<file path="config.mk">
export PLATFORM = sky130hd
export DESIGN_NAME = wcts_queue
export DESIGN_NICKNAME = d
export VERILOG_FILES = /design/src/design/wcts_pkg.sv /design/src/design/wcts_queue.sv
export SDC_FILE = /design/constraint.sdc
export NUM_CORES = 1
export LEC_CHECK = 0
export BUFFER_PORTS_ARGS = -buffer_cell sky130_fd_sc_hd__buf_2
export CAP_MARGIN = 10
export CELL_PAD_IN_SITES_DETAIL_PLACEMENT = 1
export CELL_PAD_IN_SITES_GLOBAL_PLACEMENT = 1
export CORE_ASPECT_RATIO = 1.1
export CORE_MARGIN = 1.5
export CORE_UTILIZATION = 40
export CTS_CLUSTER_DIAMETER = 40
export DETAILED_ROUTE_END_ITERATION = 8
export GPL_ROUTABILITY_DRIVEN = 0
export HOLD_SLACK_MARGIN = 0.08
export PLACE_DENSITY = 0.79
export SKIP_LAST_GASP = 1
export SLEW_MARGIN = 0
export SYNTH_ARGS = -nofsm -noshare
export SYNTH_HDL_FRONTEND = slang
export SYNTH_SLANG_ARGS = --single-unit
</file>
<file path="constraint.sdc">
create_clock -name clk_i -period 6.77 [get_ports clk_i]
set_input_delay 1.0155 -clock clk_i [delete_from_list [all_inputs] [get_ports clk_i]]
set_output_delay 1.0155 -clock clk_i [all_outputs]
set_load 0.02 [all_outputs]
</file>
<file path="src/design/wcts_pkg.sv">
// ----------------------------------------------------------------------------
// Windowed coarse time sorter package
// Shared types and constants for the sorter front end, queue and sort store.
// ----------------------------------------------------------------------------
package wcts_pkg;

  localparam int unsigned TimeW = 48;
  localparam int unsigned TagW  = 32;
  localparam int unsigned CntW  = 32;

  // classified transaction handed from the front end to the sort store
  typedef struct packed {
    logic             keep;
    logic             last;
    logic [TimeW-1:0] key;
    logic [TimeW-1:0] hit_time;
    logic [TagW-1:0]  hit_tag;
  } wcts_cmd_t;

endpackage

</file>
<file path="src/design/wcts_queue.sv">
// ----------------------------------------------------------------------------
// Command queue
// Two-entry queue between front end and sort store.
// ----------------------------------------------------------------------------
module wcts_queue (
  input  logic                clk_i,
  input  logic                rst_ni,
  input  logic                in_valid_i,
  output logic                in_ready_o,
  input  wcts_pkg::wcts_cmd_t in_i,
  output logic                out_valid_o,
  input  logic                out_ready_i,
  output wcts_pkg::wcts_cmd_t out_o
);
  import wcts_pkg::*;

  wcts_cmd_t  mem_q [2];
  logic       wp_q, rp_q;
  logic [1:0] cnt_q;
  logic       push, pop;

  assign in_ready_o  = (cnt_q != 2'd2);
  assign out_valid_o = (cnt_q != 2'd0);
  assign push        = in_valid_i && in_ready_o;
  assign pop         = out_valid_o && out_ready_i;
  assign out_o       = mem_q[rp_q];

  always_ff @(posedge clk_i) begin
    if (push) mem_q[wp_q] <= in_i;
  end

  always_ff @(posedge clk_i or negedge rst_ni) begin
    if (!rst_ni) begin
      wp_q  <= 1'b0;
      rp_q  <= 1'b0;
      cnt_q <= '0;
    end else begin
      if (push) wp_q <= !wp_q;
      if (pop)  rp_q <= !rp_q;
      cnt_q <= cnt_q + 2'(push) - 2'(pop);
    end
  end

  ap_no_over: assert property (@(posedge clk_i) disable iff (!rst_ni)
    cnt_q <= 2'd2) else $error("queue count out of range");
  ap_ptr: assert property (@(posedge clk_i) disable iff (!rst_ni)
    (cnt_q == 2'd0 || cnt_q == 2'd2) |-> (wp_q == rp_q)) else $error("queue pointers");
  ap_push_full: assert property (@(posedge clk_i) disable iff (!rst_ni)
    (cnt_q == 2'd2 && !pop) |=> cnt_q == 2'd2) else $error("queue lost entry");
endmodule

</file>
* Word level (Yosys, flattened, before mapping)
Memory sizes are Yosys's and may differ from the RTL's.
Cells that the tools add are included.
** Word-level totals
- Register bits after elaboration :: 4
- Bits in writable memories :: 260
- Input bits :: 134
- Output and inout bits :: 132
- Logic and storage cells :: 14
- Memories :: 1
** Memories
- mem_q :: depth 2, width 130, rd ports 1, clocked after memory_dff 0, wr ports 1, RTL line wcts_queue.sv:17 : wcts_cmd_t mem_q [2];
** Operators by class
- Add/subtract/negate cells :: 2
- Equality and inequality tests :: 1
- Mux-type cells :: 2
- Reduce and logical (&&, ||, !) cells :: 5
** Operators with widths (count)
- $add 2x1->2 :: 1
- $logic_and 1x1->1 :: 2
- $logic_not 1->1 :: 2
- $mux 1 :: 2
- $ne 2x2->1 const B :: 1
- $reduce_bool 2->1 :: 1
- $sub 2x1->2 :: 1

* Longest topological paths before layout
- Word-level depth :: 4
- Gate-level depth with buffers :: 5

* Worst setup path before layout
Ideal clock, no wire load.
- Path kind :: input port to flip-flop
- Start :: input port in_valid_i
- End :: memory mem_q[0][0] (netlist name), enable pin
- Library setup time :: 0.621 ns
- Data arrival time :: 6.497 ns
- Required time :: 6.149 ns
- Path slack :: -0.348 ns
- Stages on the path :: 2
- Buffers on the path :: 0
- Cells stage by stage :: nand2_1 nor2_1
** Between the ends
- Cells in the longest elaborated chain, start to end :: 3
** RTL lines
- start: declaration :: RTL line wcts_queue.sv:8 : input logic in_valid_i,
- $logic_and 1x1->1 :: RTL line wcts_queue.sv:24 : assign push = in_valid_i && in_ready_o;
- $mux 1 :: RTL line wcts_queue.sv:29 : if (push) mem_q[wp_q] <= in_i;
- $mux 1 (implied by the code) :: RTL line wcts_queue.sv:29
- end: declaration :: RTL line wcts_queue.sv:17
No other way between the ends.

==> flow_metrics.tcl <==
set metrics [dict create \
    status "finished, final reports clean" \
    ctsHtreeMaxLevel 2 \
    area_delta_synth_final_pct 28.5 \
    setup_slack_ns 3.32 \
    drt_first_iter_violations 217 \
    fmax_ghz 0.290 \
    cp.required_ns 5.75 \
    synth_cells 427 \
    seq_power_share_pct 37.8 \
    tns_ns 0 \
    synth_area_per_cell_um2 23.4 \
    comb_power_share_pct 32.0 \
    grt_overflow_total 0 \
    clock_tree.buffer_depth 3 \
    synthTopCellsByArea "sky130_fd_sc_hd__edfxtp_1, sky130_fd_sc_hd__mux2_4, sky130_fd_sc_hd__mux2_2" \
    drv_slew 0 \
    yosysWarnings 0 \
    post_dp_cell_area_um2 11600 \
    arrival_ns 2.43 \
    vias_in_the_first_global_route 5590 \
    clkSinkCount 264 \
    worst_slew_pin_slew_ns 1.15 \
    p_int_mw 4.28 \
    yosys.area_share.adder_pct 0.125 \
    drive_gt1_share_pct 62.2 \
    post_synth_num_cell_types 20 \
    rsz0062_at_grt "no" \
    finalClockSkew_ns 0.0113 \
    cts-buffers-inserted 35 \
    synth.top_cell.area_share_pct 78.2 \
    dieArea_um2 25900 \
    grt_use_total_pct 15.4 \
    mostFrequentLayoutCell "sky130_fd_sc_hd__buf_2" \
    commonest_cells_after_routing_fill_and_taps_aside "sky130_fd_sc_hd__buf_2, sky130_fd_sc_hd__edfxtp_1, sky130_fd_sc_hd__mux2_4" \
    hold_violations 0 \
    post_layout_inst_area_um2 12800 \
    post_cts_resized 0 \
    power_frac_clock_pct 30.2 \
    setup-violations-final 0 \
    start_util_pct 40.8 \
    synth_area_um2 9980 \
    fin_crit_sh_pct 50.9 \
    power.ir.vdd_worst_mv 0.358 \
    p_switching_mw 1.94 \
    critical_path_class "reg -> out" \
    final_net_count 854 \
    period_minus_slack_ns 3.45 \
    power-per-cell-area_nw_per_um2 485 \
    detailedRoute.firstPassIterationCount 4 \
    post_drt_wl_per_cell_um 19.0 \
    post_cts.repair.setup_buffers 0 \
    grt_antenna_before_repair 3 \
    post_drt_via_cell_ratio 4.72 \
    die_w_um 154 \
    via_count 4984 \
    worst_skew_pair.late_latency_ns 0.49 \
    path_max_fanout 66 \
    seq_area_frac_synth_pct 79.2 \
    synth-xor-area-share_pct 0.263 \
    holdCritPathClass "in -> async" \
    compound_cell_area_share_of_the_yosys_netlist_pct 0.238 \
    clk_root_buffer_cell "sky130_fd_sc_hd__clkbuf_16" \
    num_rows 60 \
    multiplexer_area_fraction_after_synthesis_pct 18.1 \
    p_leak_nw 5.06 \
    pin_count_of_the_biggest_net_entering_global_routing 70 \
    sw_frac_of_total_pct 31.2 \
    postRouteWirelength_mm 20.1 \
    die_h_um 169 \
    drcViolationCount 0 \
    main_combinational_cell_family_by_area_after_synthesis "multiplexers" \
    placement.setup.worst_slack_ns 3.44 \
    dpl_hpwl_mm 13.4 \
    syn_nets 562 \
    clk_pin_slew_ns 0.05 \
    io_pins 266 \
    wire_length_of_the_first_global_routing_pass_mm 30.8 \
    ant_nets 0 \
    filler_cell_count 2259 \
    port_buffers 265 \
    netlist.top_cell.by_area "sky130_fd_sc_hd__edfxtp_1" \
    timing.critical_path.to_type "primary output" \
    ys_seq_elements 264 \
    yosys.area_share.simple_pct 0.589 \
    drv.max_cap_violation_count 0 \
    timing.slew.headroom_pct 23.5 \
    number_of_buffers_inserted_for_hold_repair_after_clock_tree_synthesis 0 \
    worst_setup_path_start_kind "flop" \
    cts_tree "done" \
    coreArea_um2 24500 \
]
## layer usage
layer	wire, um	up-vias	global-route usage, %
met2	10500	189	27.7
li1	-	2291	-
met3	1570	31	5.15
met1	7630	2471	17.5
met4	346	2	4.26
met5	13	-	0
## worst max-delay path, cell delays in order, from the launching register on
cell	delay, ns
sky130_fd_sc_hd__dfrtp_4	0.44
sky130_fd_sc_hd__buf_4	0.83
sky130_fd_sc_hd__mux2_2	0.43
sky130_fd_sc_hd__buf_2	0.17
## area by class of cell
class	count	area, um^2	share of cell area (%)
flip-flops and latches	264	7910	61.7
multi-input cells	148	1940	15.1
repair buffers	270	1360	10.6
clock buffers	40	937	7.31
well taps	310	388	3.02
clock inverters	22	283	2.21
diodes	2	5.00	0.0390
## synth_stat cells
cell type and number:
sky130_fd_sc_hd__ha_1 1, sky130_fd_sc_hd__mux2_4 90, sky130_fd_sc_hd__o21ba_2 1, sky130_fd_sc_hd__xnor2_1 3, sky130_fd_sc_hd__nor2b_1 1, sky130_fd_sc_hd__dfrtp_1 4
sky130_fd_sc_hd__a311oi_1 1, sky130_fd_sc_hd__buf_8 1, sky130_fd_sc_hd__buf_2 4, sky130_fd_sc_hd__nor4bb_1 1, sky130_fd_sc_hd__and3_1 1, sky130_fd_sc_hd__o21ai_0 1
sky130_fd_sc_hd__or2_2 1, sky130_fd_sc_hd__nand3_1 1, sky130_fd_sc_hd__buf_6 10, sky130_fd_sc_hd__edfxtp_1 260, sky130_fd_sc_hd__mux2_2 40, sky130_fd_sc_hd__nor2_1 3
sky130_fd_sc_hd__nand2_1 2, sky130_fd_sc_hd__nand2b_1 1
## power by group through the flow
stage,registers [mW],logic [mW],clock network (mW)
5_1_grt,2.38,2.11,1.98
4_1_cts,2.35,2.03,1.92
3_5_place_dp,2.38,2.02,0
3_3_place_gp,2.35,1.97,0
2_1_floorplan,2.38,1.49,0
6_report,2.35,1.99,1.88
## through the flow
stage	total power, mW	utilization [%]	instances	hold slack (ns)
after floorplan	3.86	-	427	0.479
after global placement	4.31	47.4	992	0.544
after detailed placement	4.40	47.4	992	0.560
after CTS	6.30	52.4	1054	0.306
after global routing	6.47	52.4	1055	0.306
final	6.21	52.4	1056	0.324
## kinds of logic after synthesis
logic type / count (synthesis)
buf+inv: 15
simple gates: 11
fa+ha+maj: 1
xor+xnor: 3
flops: 264
compound gates: 3
mux: 130
## final timing paths
check,slack (ns),cells after the start,to,start
worst max register to register,4.03,3,mem_q[1][29]$_DFFE_PP_,cnt_q[0]$_DFF_PN0_
worst min register to register,0.57,1,wp_q$_DFFE_PN0P_,wp_q$_DFFE_PN0P_
max in group asynchronous,6.31,1,rp_q$_DFFE_PN0P_,rst_ni
worst min-delay path,0.32,1,cnt_q[0]$_DFF_PN0_,rst_ni
min in group clk_i,0.57,1,wp_q$_DFFE_PN0P_,wp_q$_DFFE_PN0P_
worst max-delay path,3.32,3,out_o[13],rp_q$_DFFE_PN0P_
## registers in the layout, indices dropped and copies added (netlist names)
register	flops
cnt_q	2
rp_q	1
mem_q	260
wp_q	1
(Power assumes the default switching activity.)
