File: config.mk
export PLATFORM = sky130hd
export DESIGN_NAME = wcts_front
export DESIGN_NICKNAME = d
export VERILOG_FILES = /design/src/design/wcts_pkg.sv /design/src/design/wcts_front.sv
export SDC_FILE = /design/constraint.sdc
export NUM_CORES = 2
export LEC_CHECK = 0
export BUFFER_PORTS_ARGS = -buffer_cell sky130_fd_sc_hd__buf_4
export CAP_MARGIN = 15
export CORE_ASPECT_RATIO = 0.9
export CORE_MARGIN = 2
export CORE_UTILIZATION = 65
export DETAILED_ROUTE_END_ITERATION = 16
export PLACE_DENSITY_LB_ADDON = 0.2
export SYNTH_ARGS = -nofsm -noshare
export SYNTH_HDL_FRONTEND = slang
export SYNTH_SLANG_ARGS = --single-unit
File: constraint.sdc
create_clock -name clk_i -period 31.6 [get_ports clk_i]
set_clock_uncertainty 0.2 [all_clocks]
set_input_delay 4.74 -clock clk_i [delete_from_list [all_inputs] [get_ports clk_i]]
set_output_delay 4.74 -clock clk_i [all_outputs]
set_load 0.02 [all_outputs]
File: src/design/wcts_pkg.sv
// ----------------------------------------------------------------------------
// Windowed coarse time sorter package
// Shared types and constants for the sorter front end, queue and sort store.
// ----------------------------------------------------------------------------
package wcts_pkg;

  localparam int unsigned TimeW = 48;
  localparam int unsigned TagW  = 32;
  localparam int unsigned CntW  = 32;

  // classified transaction handed from the front end to the sort store
  typedef struct packed {
    logic             keep;
    logic             last;
    logic [TimeW-1:0] key;
    logic [TimeW-1:0] hit_time;
    logic [TagW-1:0]  hit_tag;
  } wcts_cmd_t;

endpackage

File: src/design/wcts_front.sv
// ----------------------------------------------------------------------------
// Sorter front end
// Window test and coarse key: key = time / bin width by reciprocal multiply
// in three 16-bit partial products with a final correction.
// ----------------------------------------------------------------------------
module wcts_front #(
  parameter int unsigned BinWidthPs = 25000
) (
  input  logic                      clk_i,
  input  logic                      rst_ni,
  input  logic                      start_i,
  output logic                      busy_o,
  input  logic [wcts_pkg::TimeW-1:0] hit_time_i,
  input  logic [wcts_pkg::TagW-1:0]  hit_tag_i,
  input  logic [wcts_pkg::TimeW-1:0] window_start_i,
  input  logic [wcts_pkg::TimeW-1:0] window_end_i,
  input  logic                      batch_last_i,
  output logic                      cmd_valid_o,
  output wcts_pkg::wcts_cmd_t       cmd_o,
  input  logic                      cmd_ready_i
);
  import wcts_pkg::*;

  // key estimate: floor(t * M / 2^64) with M = floor((2^64 - 1) / B); off by at most 1
  localparam logic [63:0] RecipL = 64'hFFFF_FFFF_FFFF_FFFF / 64'(BinWidthPs);
  // remainder stays below twice the bin width, so its low bits suffice
  localparam int unsigned     RemW = 22;
  localparam logic [RemW-1:0] BinR = RemW'(BinWidthPs);

  typedef enum logic [3:0] {
    StIdle = 4'b0001, StMulLo = 4'b0010, StMulHi = 4'b0100, StOut = 4'b1000
  } st_e;

  st_e st_q, st_d;
  logic [TimeW-1:0] t_q;
  logic [TagW-1:0]  tag_q;
  logic             keep_q, last_q;
  logic [1:0]       part_q;
  logic [111:0]     acc_q;
  logic [TimeW-1:0] est;
  logic [RemW-1:0]  rem;
  logic [TimeW+31:0] pp;
  logic [15:0]      tsel;

  assign busy_o = (st_q != StIdle);
  assign tsel   = t_q[16*part_q +: 16];
  assign pp     = RecipL * tsel;  // 64 x 16 per cycle

  always_ff @(posedge clk_i) begin
    if (start_i && !busy_o) begin
      t_q    <= hit_time_i;
      tag_q  <= hit_tag_i;
      keep_q <= (hit_time_i >= window_start_i) && (hit_time_i < window_end_i);
      last_q <= batch_last_i;
      acc_q  <= '0;
    end else if (st_q == StMulLo || st_q == StMulHi) begin
      acc_q  <= acc_q + ({32'd0, pp} << (16*part_q));
    end
  end

  assign est = acc_q[64 +: TimeW];
  assign rem = t_q[RemW-1:0] - est[RemW-1:0] * BinR;

  always_ff @(posedge clk_i or negedge rst_ni) begin
    if (!rst_ni) begin
      st_q   <= StIdle;
      part_q <= '0;
    end else begin
      st_q <= st_d;
      if (st_q == StIdle) part_q <= '0;
      else if (st_q == StMulLo || st_q == StMulHi) part_q <= part_q + 2'd1;
    end
  end

  always_comb begin
    st_d = st_q;
    case (st_q)
      StIdle:  if (start_i) st_d = StMulLo;
      StMulLo: if (part_q == 2'd1) st_d = StMulHi;
      StMulHi: st_d = StOut;
      StOut:   if (cmd_ready_i) st_d = StIdle;
      default: st_d = StIdle;
    endcase
  end

  assign cmd_valid_o    = (st_q == StOut);
  assign cmd_o.keep     = keep_q;
  assign cmd_o.last     = last_q;
  assign cmd_o.key      = (rem >= BinR) ? est + TimeW'(1) : est;
  assign cmd_o.hit_time = t_q;
  assign cmd_o.hit_tag  = tag_q;

  ap_busy_after_start: assert property (@(posedge clk_i) disable iff (!rst_ni)
    (start_i && !busy_o) |=> busy_o) else $error("front not busy after accept");
  ap_out_from_mul: assert property (@(posedge clk_i) disable iff (!rst_ni)
    $rose(cmd_valid_o) |-> $past(st_q == StMulHi)) else $error("command skipped multiply");
  ap_hold: assert property (@(posedge clk_i) disable iff (!rst_ni)
    (cmd_valid_o && !cmd_ready_i) |=> cmd_valid_o) else $error("command dropped");
endmodule

After elaboration in Yosys (flattened, before gate mapping)
Cells that the tools add are included.
{"block": "classes", "n_lt_le_gt_ge": 3, "n_eq_ne": 9, "n_shift": 2, "multipliers": 2, "n_reduce_logical": 6, "addsub": 4, "muxes": 7}
{"cell": "$add 112x112->112", "n": 1}
{"cell": "$shl 66x6->112", "n": 1}
{"cell": "$mul 49x16->65 const A", "n": 1}
{"cell": "$add 48x1->48 const B", "n": 1}
{"cell": "$ge 48x48->1", "n": 1}
{"cell": "$lt 48x48->1", "n": 1}
{"cell": "$mux 48", "n": 1}
{"cell": "$shiftx 48x7->16", "n": 1}
{"cell": "$ge 22x15->1 const B", "n": 1}
{"cell": "$mul 22x12->19 const B", "n": 1}
{"cell": "$sub 22x22->22", "n": 1}
{"cell": "$pmux 4 s4", "n": 1}
{"cell": "$mux 4", "n": 3}
{"cell": "$eq 4x1->1 const B", "n": 1}
{"cell": "$eq 4x2->1 const B", "n": 1}
{"cell": "$eq 4x3->1 const B", "n": 1}
{"cell": "$eq 4x4->1 const B", "n": 1}
{"cell": "$mux 2", "n": 2}
{"cell": "$ne 2x1->1 const B", "n": 2}
{"cell": "$ne 4x1->1 const B", "n": 1}
{"cell": "$reduce_and 3->1", "n": 1}
{"cell": "$add 2x1->2 const B", "n": 1}
{"cell": "$eq 2x1->1 const B", "n": 1}
{"cell": "$logic_and 1x1->1", "n": 2}
{"cell": "4 further kinds", "n": 4}
{"block": "totals", "reg_bits": 200}

Depth between registers and ports, before layout
{"block": "logic_depth", "word_depth": 4, "mapped_depth": 45, "depth_no_buf": 41}

Least setup slack after synthesis
No wires, ideal clock.
{"block": "synth_path", "path_kind": "register to output", "startpoint": "register acc_q[66]", "endpoint": "output cmd_o[104] (netlist bit)", "required_ns": 26.660, "arrival_time_ns": 6.027, "path_buffers": 1, "path_stages_with_launch": 28, "slack_ns": 20.633, "cell_sequence": "dfxtp_1 -> ha_1 -> ha_1 -> fa_1 -> ha_1 -> inv_1 -> fa_1 -> inv_1 -> ha_1 -> a21o_1 -> a21oi_1 -> o21bai_1 -> a21oi_1 -> o21bai_1 -> a21oi_1 -> o21bai_1 -> a21oi_1 -> xor2_1 -> ha_1 -> a21oi_1 -> o21ai_1 -> a211oi_2 -> xor2_1 -> and3_1 -> o2111a_2 -> buf_2 -> nor4_1 -> xor2_1"}
{"item": "start: declaration", "line": "wcts_front.sv:39", "text": "logic [111:0] acc_q;"}
{"item": "start signal: assignment", "line": "wcts_front.sv:57", "text": "acc_q <= acc_q + ({32'd0, pp} << (16*part_q));"}
{"item": "end: declaration", "line": "wcts_front.sv:19", "text": "output wcts_pkg::wcts_cmd_t cmd_o,"}

Final worst setup path
{"block": "layout_path", "startpoint": "register part_q[0]", "endpoint": "register acc_q[109]"}
{"block": "layout_between", "elab_chain_len": 4}
{"item": "start: declaration", "line": "wcts_front.sv:38", "text": "logic [1:0] part_q;"}
{"item": "start signal: assignment", "line": "wcts_front.sv:71", "text": "else if (st_q == StMulLo || st_q == StMulHi) part_q <= part_q + 2'd1;"}
{"item": "$shiftx 48x7->16", "line": "wcts_front.sv:46", "text": "assign tsel = t_q[16*part_q +: 16];"}
{"item": "$mul 49x16->65", "line": "wcts_front.sv:47", "text": "assign pp = RecipL * tsel;"}
{"item": "$shl 66x6->112 (*)", "line": "wcts_front.sv:57"}
{"item": "$add 112x112->112 (*)", "line": "wcts_front.sv:57"}
Mark *: on every way between the ends. The rest lies on a longest branch, timed or not.
A chain may end at the register's enable or synchronous reset.

==> run_results.csv <==
group,metric,value,unit
run_status,outcome,"finished clean",
grt,grt_max_degree,70,
place,dpl.hpwl,97900,um
logic_synthesis,synth_nets,5127,
clocking,clkTransAtPathRegs,0.09,ns
routing,viasPerCell,6.26,
sta,holdWs,0.261,ns
clocking,worstSkewPairLatency,0.52,ns
setup_path,critPathArrivalTime,13.39,ns
grt,grt_pass1_wl,174000,um
sta,finalCritPeriodShare,41.7,%
clocking,cts_tree,"built",
sta,slew_headroom,28.2,%
sta,worstMarginPinSlew,1.06,ns
setup_path,end_kind,"flop",
final_layout,stdcell_count,5004,
clocking,ctsResizeCount,0,
clocking,cts_buffers,17,
routing,wirelength,115000,um
routing,drt-wirelength-per-cell,23.1,um
setup_path,critPathKind,"reg -> reg",
die,ioPinCount,313,
clocking,cts_root_buffer,"clkbuf_16",
sta,fin_setup_tns,0,ns
sta,hold_viol,0,
die,initial_utilization,66.0,%
clocking,ctsHtreeMaxLevel,4,
routing,dr.pass1.iters,6,
final_layout,num-nets-final,5326,
setup_path,crit_path_max_fanout,40,
routing,drc,0,
sta,setup_viol,0,
routing,drt_iter0_drc,3283,
final_layout,layout-drive-gt1-share,10.2,%
logic_synthesis,ys_types,99,
grt,grt_overflow_total,0,
sta,final_max_slew_viol_count,0,
clocking,numClockSinks,199,
sta,max_freq,0.0758,GHz
sta,rsz0062_at_grt,"no",
routing,postRouteAntennaNets,0,
logic_synthesis,yosys_most_used_dff,"dfxtp_1",
setup_path,critPathLaunchType,"flop",
logic_synthesis,synth_area,34200,um2
logic_synthesis,async_flop_share,3.02,%
logic_synthesis,syn-mean-instance-area,8.33,um2
final_layout,synthToLayoutAreaGrowth,9.78,%
logic_synthesis,synth-seq-cells,199,
grt,antenna_found_initial,0,
logic_synthesis,yosysWarnings,0,
final_layout,antenna_cells,0,
grt,grt_pass1_vias,30200,
place,dp_cells,4972,
place,gp_congestion,1.08,
setup_path,worstPathRequired,31.80,ns
clocking,cts_setup_buffers,0,
clocking,cts-hold-fix-buffers,0,
run,maxCapViolations,0,
grt,grtUsageTotal,41.8,%
sta,fin_crit,13.19,ns
die,core.rowCount,79,
place,port_buffers,312,
setup_path,crit_slowest_cell,"o31ai_1",
die,dieArea,54500,um2
setup_path,cp_slowest_stage_delay,0.72,ns
die,die_w,246,um
die,die_h,222,um
logic_synthesis,synth_edf_count,82,
die,coreArea,51800,um2
logic_synthesis,syn_inst,4104,
clocking,clockBufferDepth,2,
hold_path,holdCritPathClass,"reg -> reg",
logic_synthesis,seq_area_frac_synth,14.1,%
routing,vias,31300,
cell usage in the layout, fill, tap and decap left out, drive strengths merged, types with 13 or more instances in the layout:
master / instances
ha: 546
clkbuf: 17
nor2: 244
nand4: 89
nand3: 49
a21boi: 15
a21o: 125
inv: 634
o41ai: 13
nor2b: 38
o21ai: 234
nand2: 373
a211oi: 22
and2: 21
edfxtp: 82
o21bai: 46
xor2: 120
a21oi: 356
a31oi: 23
mux2i: 35
nand2b: 38
buf: 328
nor4: 21
and3: 28
nor3: 58
o21a: 27
xnor2: 125
or2: 15
o31ai: 14
fa: 296
dfxtp: 111
synthesized netlist by cell type, types with 13 or more instances:
library cell / count / area (um2)
and3_1: 28 / 175
nor2b_1: 38 / 238
o21ai_1: 13 / 65.1
nand4_1: 89 / 557
o21ai_0: 220 / 1100
a31oi_1: 23 / 144
dfxtp_1: 111 / 2220
and2_1: 21 / 131
edfxtp_1: 82 / 2460
mux2i_1: 35 / 350
nor2_1: 243 / 912
or2_2: 13 / 81.3
fa_1: 296 / 5930
o21bai_1: 46 / 345
inv_1: 622 / 2330
a21oi_1: 351 / 1760
o21a_1: 27 / 203
nor3_1: 52 / 260
nand3_1: 49 / 245
nand2b_1: 38 / 238
clkbuf_1: 118 / 443
a21boi_0: 14 / 105
a21o_1: 125 / 938
xnor2_1: 124 / 1090
a211oi_1: 20 / 150
xor2_1: 120 / 1050
nand2_1: 373 / 1400
ha_1: 546 / 6830
metal layers:
metal  vias to the layer above  share of wire [%]  GRT usage (%)
met2                      1774                 44           64.8
met3                       336                 10           10.2
met1                     14800                 39           53.7
li1                      14400                  -              -
met4                         0                6.2           22.8
met5                         -                  0              0
flip-flops by register name (all words and copies together), names as in the netlist:
register,count
acc_q,111
t_q,48
tag_q,32
st_q,4
part_q,2
keep_q,1
last_q,1
path summary, 6_finish.rpt:
path | startpoint | endpoint | slack, ns | depth (start not counted)
setup / recovery | part_q[0] | acc_q[109] | 18.41 | 40
setup reg to reg | part_q[0] | acc_q[109] | 18.41 | 40
max in group asynchronous | rst_ni | st_q[0] | 27.16 | 1
min in group asynchronous | rst_ni | part_q[0] | 3.83 | 1
hold reg to reg | acc_q[39] | acc_q[39] | 0.26 | 2
hold / removal | acc_q[39] | acc_q[39] | 0.26 | 2
worst max-delay path: cells and delay by family, from the launching register on:
kind / cells / cell delay, ns
flip-flops: 1 / 0.70
buffers and inverters: 7 / 1.46
adder cells (fa/ha/maj): 8 / 3.90
AO/OA/AOI/OAI: 13 / 4.25
AND/OR/NAND/NOR: 10 / 2.02
XOR/XNOR: 2 / 0.51
cells by family (layout without fill, tap and decap cells):
family          Yosys count  after routing  synth area share (%)
mux                      45             45                  1.35
fa+ha+maj               842            842                  37.3
flops                   199            199                  14.1
compound gates          990            990                  18.2
buf+inv                 772            984                  8.62
xor+xnor                245            245                  6.30
simple gates           1011           1011                  14.1
area by class of cell:
| type | instances | area [um2] |
|---|---|---|
| multi-input cells | 3133 | 26400 |
| well taps | 688 | 861 |
| flip-flops and latches | 199 | 4840 |
| repair buffers | 328 | 2460 |
| inverters | 624 | 2340 |
| clock inverters | 15 | 179 |
| fillers | 4167 | 14300 |
| clock buffers | 17 | 425 |
per-stage QoR:
step,utilization [%],setup slack (ns),area (um2)
global route,72.5,17.75,37500
finish,72.5,18.41,37500
detailed placement,71.3,18.73,36900
global placement,71.3,18.91,36900
floorplan,-,20.63,34200
CTS,72.5,18.72,37500
Power is left out: the tool's default activity adds up to more than one toggle a clock period on the data nets, which glitch-free logic cannot reach.
